### src/rtl/rv32i_pkg.sv
// Package for the RV32I instruction core: item types, opcodes and sequencer states.
// No dependencies.
package rv32i_pkg;
  localparam int MemWords = 16384;
  localparam int MemAw = $clog2(MemWords);

  localparam logic [1:0] REQ_MEM_WRITE = 2'd0;
  localparam logic [1:0] REQ_STEP      = 2'd1;
  localparam logic [1:0] REQ_REG_READ  = 2'd2;
  localparam logic [1:0] REQ_IGNORED   = 2'd3;

  localparam logic [6:0] OP_LUI    = 7'h37;
  localparam logic [6:0] OP_AUIPC  = 7'h17;
  localparam logic [6:0] OP_JAL    = 7'h6F;
  localparam logic [6:0] OP_JALR   = 7'h67;
  localparam logic [6:0] OP_BRANCH = 7'h63;
  localparam logic [6:0] OP_LOAD   = 7'h03;
  localparam logic [6:0] OP_STORE  = 7'h23;
  localparam logic [6:0] OP_IMM    = 7'h13;
  localparam logic [6:0] OP_REG    = 7'h33;
  localparam logic [6:0] OP_FENCE  = 7'h0F;
  localparam logic [6:0] OP_SYSTEM = 7'h73;

  typedef enum logic [2:0] {
    ST_IDLE, ST_FETCH, ST_DECODE, ST_EXEC, ST_MEM, ST_WB, ST_DONE
  } state_t;

  typedef struct packed {
    logic [1:0]  req_type;
    logic [13:0] mem_index;
    logic [31:0] mem_data;
    logic [4:0]  reg_index;
  } req_t;

  typedef struct packed {
    logic        running;
    logic [31:0] next_pc;
    logic        reg_written;
    logic [4:0]  dest_reg;
    logic [31:0] dest_value;
    logic [31:0] reg_value;
  } rsp_t;
endpackage

### src/rtl/rv32i_alu.sv
// Shared arithmetic, compare and shift unit of the RV32I core.
// Depends on rv32i_pkg.
module rv32i_alu import rv32i_pkg::*; (
  input  logic [2:0]  fn3,
  input  logic        alt,
  input  logic [31:0] a,
  input  logic [31:0] b,
  output logic [31:0] y
);
  always_comb begin
    unique case (fn3)
      3'd0: y = alt ? a - b : a + b;
      3'd1: y = a << b[4:0];
      3'd2: y = {31'd0, $signed(a) < $signed(b)};
      3'd3: y = {31'd0, a < b};
      3'd4: y = a ^ b;
      3'd5: y = alt ? 32'($signed(a) >>> b[4:0]) : a >> b[4:0];
      3'd6: y = a | b;
      default: y = a & b;
    endcase
  end
endmodule

### config.mk
export PLATFORM = sky130hd
export DESIGN_NAME = rv32i_alu
export DESIGN_NICKNAME = d
export VERILOG_FILES = /design/src/rtl/rv32i_pkg.sv /design/src/rtl/rv32i_alu.sv
export SDC_FILE = /design/constraint.sdc
export NUM_CORES = 1
export LEC_CHECK = 0
export BUFFER_PORTS_ARGS = -buffer_cell sky130_fd_sc_hd__buf_4
export CORE_ASPECT_RATIO = 0.8
export CORE_MARGIN = 1
export CORE_UTILIZATION = 25
export DETAILED_ROUTE_END_ITERATION = 6
export SLEW_MARGIN = 5
export SYNTH_ARGS = -nofsm -noshare
export SYNTH_HDL_FRONTEND = slang
export SYNTH_SLANG_ARGS = --single-unit
### constraint.sdc
create_clock -name vclk -period 3.72
set_input_delay 0.372 -clock vclk [all_inputs]
set_output_delay 0.372 -clock vclk [all_outputs]
set_load 0.05 [all_outputs]
==> results.cfg <==
[worst_setup_path]
crit_path_end_kind = output port
worstPathRequired_ps = 3350
timing.critical_path.to = y[28]
startpoint_type = primary input
critical_path.max_fanout = 5
worst-setup-path-type = in2out
timing.critical_path.arrival_ps = 3310
cp-startpoint = a[13]

[synth]
ys_types = 88
sequential_to_total_area_share_from_yosys_stat = 0
netlist_top_cells_area = sky130_fd_sc_hd__mux4_2, sky130_fd_sc_hd__ha_1, sky130_fd_sc_hd__a21oi_1
postSynthCellCount = 1359
synth_area_mm2 = 0.00941
synthDominantCellAreaShare = 0.139
ys.warnings.count = 0
synth_nets = 1532
synth_area_per_cell_um2 = 6.92
synthDominantAreaCellType = sky130_fd_sc_hd__mux4_2

[timing]
worst_slack_ps = 35.3
final_hold_viol_count = 0
setup_viol = 0
timing.fmax_mhz = 271
worst_hold_slack_ps = 1360
worst-slew-pin-transition_ps = 740
post-route-min-period_ps = 3680
layout_worst_path_cycle_share = 0.990
slew_violations = 0
worst_slew_margin_rel = 0.502

[place]
detailedPlace.worstSlack_ps = -140
port-buffer-count = 100
placed_area_mm2 = 0.0116
dp_hpwl_um = 40100
gp_congestion = 1.04

[global_route]
maximum_number_of_pins_on_one_net_before_global_route_repair = 74
antenna_found_initial = 0
globalRoute.totalOverflow = 0
via_count_of_the_first_global_routing_pass = 11100
grt.total_usage = 0.249
wire_length_of_the_first_global_routing_pass_um = 72900

[worst_hold_path]
hold_start = b[30]
worstHoldPathType = in2out

[floorplan]
dieArea_mm2 = 0.0384
coreArea_mm2 = 0.0370
die_w_um = 219
floorplan.die.height_um = 176
number_of_standard_cell_rows_in_the_floorplan = 63
initial_utilization = 0.254
top_level_ports = 100

[layout]
layout.sequential_cells = 0
seqCellArea_um2 = 0
fillerInstances = 4093
final_core_utilization = 0.316
most-common-layout-cells = sky130_fd_sc_hd__buf_4, sky130_fd_sc_hd__a21oi_1, sky130_fd_sc_hd__nand2_1, sky130_fd_sc_hd__nor2_1, sky130_fd_sc_hd__ha_1
leading_cell_type_in_the_layout_fill_and_taps_excluded = sky130_fd_sc_hd__buf_4
clock_buffers = 0
area.growth.synth_to_final_pct = 24.6
final_nets = 1678
final_layout_size_suffix_gt1_frac = 0.259
final_design_area_no_fill_mm2 = 0.0117
insertedDiodeCount = 0

[routing]
drt_iter0_drc = 1693
antenna_viol_nets_final = 0
totalWireLength_um = 50300
drtPass1Iterations = 7
routed-via-count = 12000
routed_wire_length_per_instance_um = 25.3
drcViolationCount = 0
avgViaCountPerCell = 6.05

[pwr]
vdd_drop_max_uv = 166
powerDensity_mw_per_mm2 = 178
leakage_nw = 5.05

[job]
maxCapViolCount = 0

[outcome]
status = complete, no violations
cell usage after synthesis, drive strengths merged, types with 14 or more instances:
master  instances
inv            96
a31oi          15
ha            103
mux4           58
buf            47
nor2b          15
o31ai          21
a211oi         28
a21oi         158
mux2i          52
nand3          38
clkbuf         70
o211ai         19
nand4          15
o21ai          73
nor2          125
o221ai         14
nor3           34
nand2         143
cell families after synthesis:
| group | count (synthesis) | synth area share |
|---|---|---|
| adders and majority gates | 105 | 0.141 |
| muxes | 121 | 0.207 |
| buffers and inverters | 215 | 0.0950 |
| AOI/OAI and AO/OA | 469 | 0.330 |
| xor gates and xnor gates | 15 | 0.0140 |
| and+or+nand+nor | 434 | 0.213 |
layer usage:
metal / vias to the layer above / wire length, um / GRT usage
li1: 5372 / - / -
met1: 5830 / 22500 / 0.372
met2: 763 / 20700 / 0.360
met3: 66 / 5830 / 0.0549
met4: 0 / 1250 / 0.0492
met5: - / 0 / 0
how the worst min path moves through the flow:
stage	slack [ps]	cells after the start	to
6_report	1360	5	y[30]
5_1_grt	1360	5	y[30]
4_1_cts	1350	5	y[30]
3_5_place_dp	1350	5	y[30]
3_3_place_gp	1350	4	y[14]
2_1_floorplan	1160	3	y[12]
timing repair:
action | CTS | global route
gates resized for setup | 4 | 23
setup endpoints to repair | 4 | 15
pin swaps | 1 | 6
hold buffers | 0 | 0
buffers inserted | 0 | 3
cloned | 0 | 1
report_power, final:
part / switching, mW / internal [mW]
Clock: 0 / 0
Sequential: 0 / 0
Combinational: 1.30 / 0.782
Total: 1.30 / 0.782
layout make-up:
cell class / count / area [um^2] / area share
repair buffers: 261 / 2030 / 0.174
well taps: 487 / 609 / 0.0520
inverters: 98 / 368 / 0.0314
multi-input cells: 1144 / 8710 / 0.743
stage by stage:
stage	setup TNS, ps	total power [mW]	std cells
floorplan	0	1.22	1359
global placement	-308	1.99	1986
detailed placement	-280	1.99	1986
CTS	0	2.00	1986
global route	-6.57	2.19	1990
finish	0	2.08	1990
worst max-delay path, stage by stage:
cell and delay [ps]:
sky130_fd_sc_hd__buf_4 110, sky130_fd_sc_hd__inv_1 60, sky130_fd_sc_hd__ha_1 380, sky130_fd_sc_hd__nand2b_1 190, sky130_fd_sc_hd__a221oi_2 360, sky130_fd_sc_hd__nor2_1 180
sky130_fd_sc_hd__nor4b_2 210, sky130_fd_sc_hd__buf_4 170, sky130_fd_sc_hd__a2111o_1 420, sky130_fd_sc_hd__o311ai_1 140, sky130_fd_sc_hd__a2111oi_2 140, sky130_fd_sc_hd__a311o_2 400
sky130_fd_sc_hd__buf_4 200
Power figures use the tool's default switching activity.
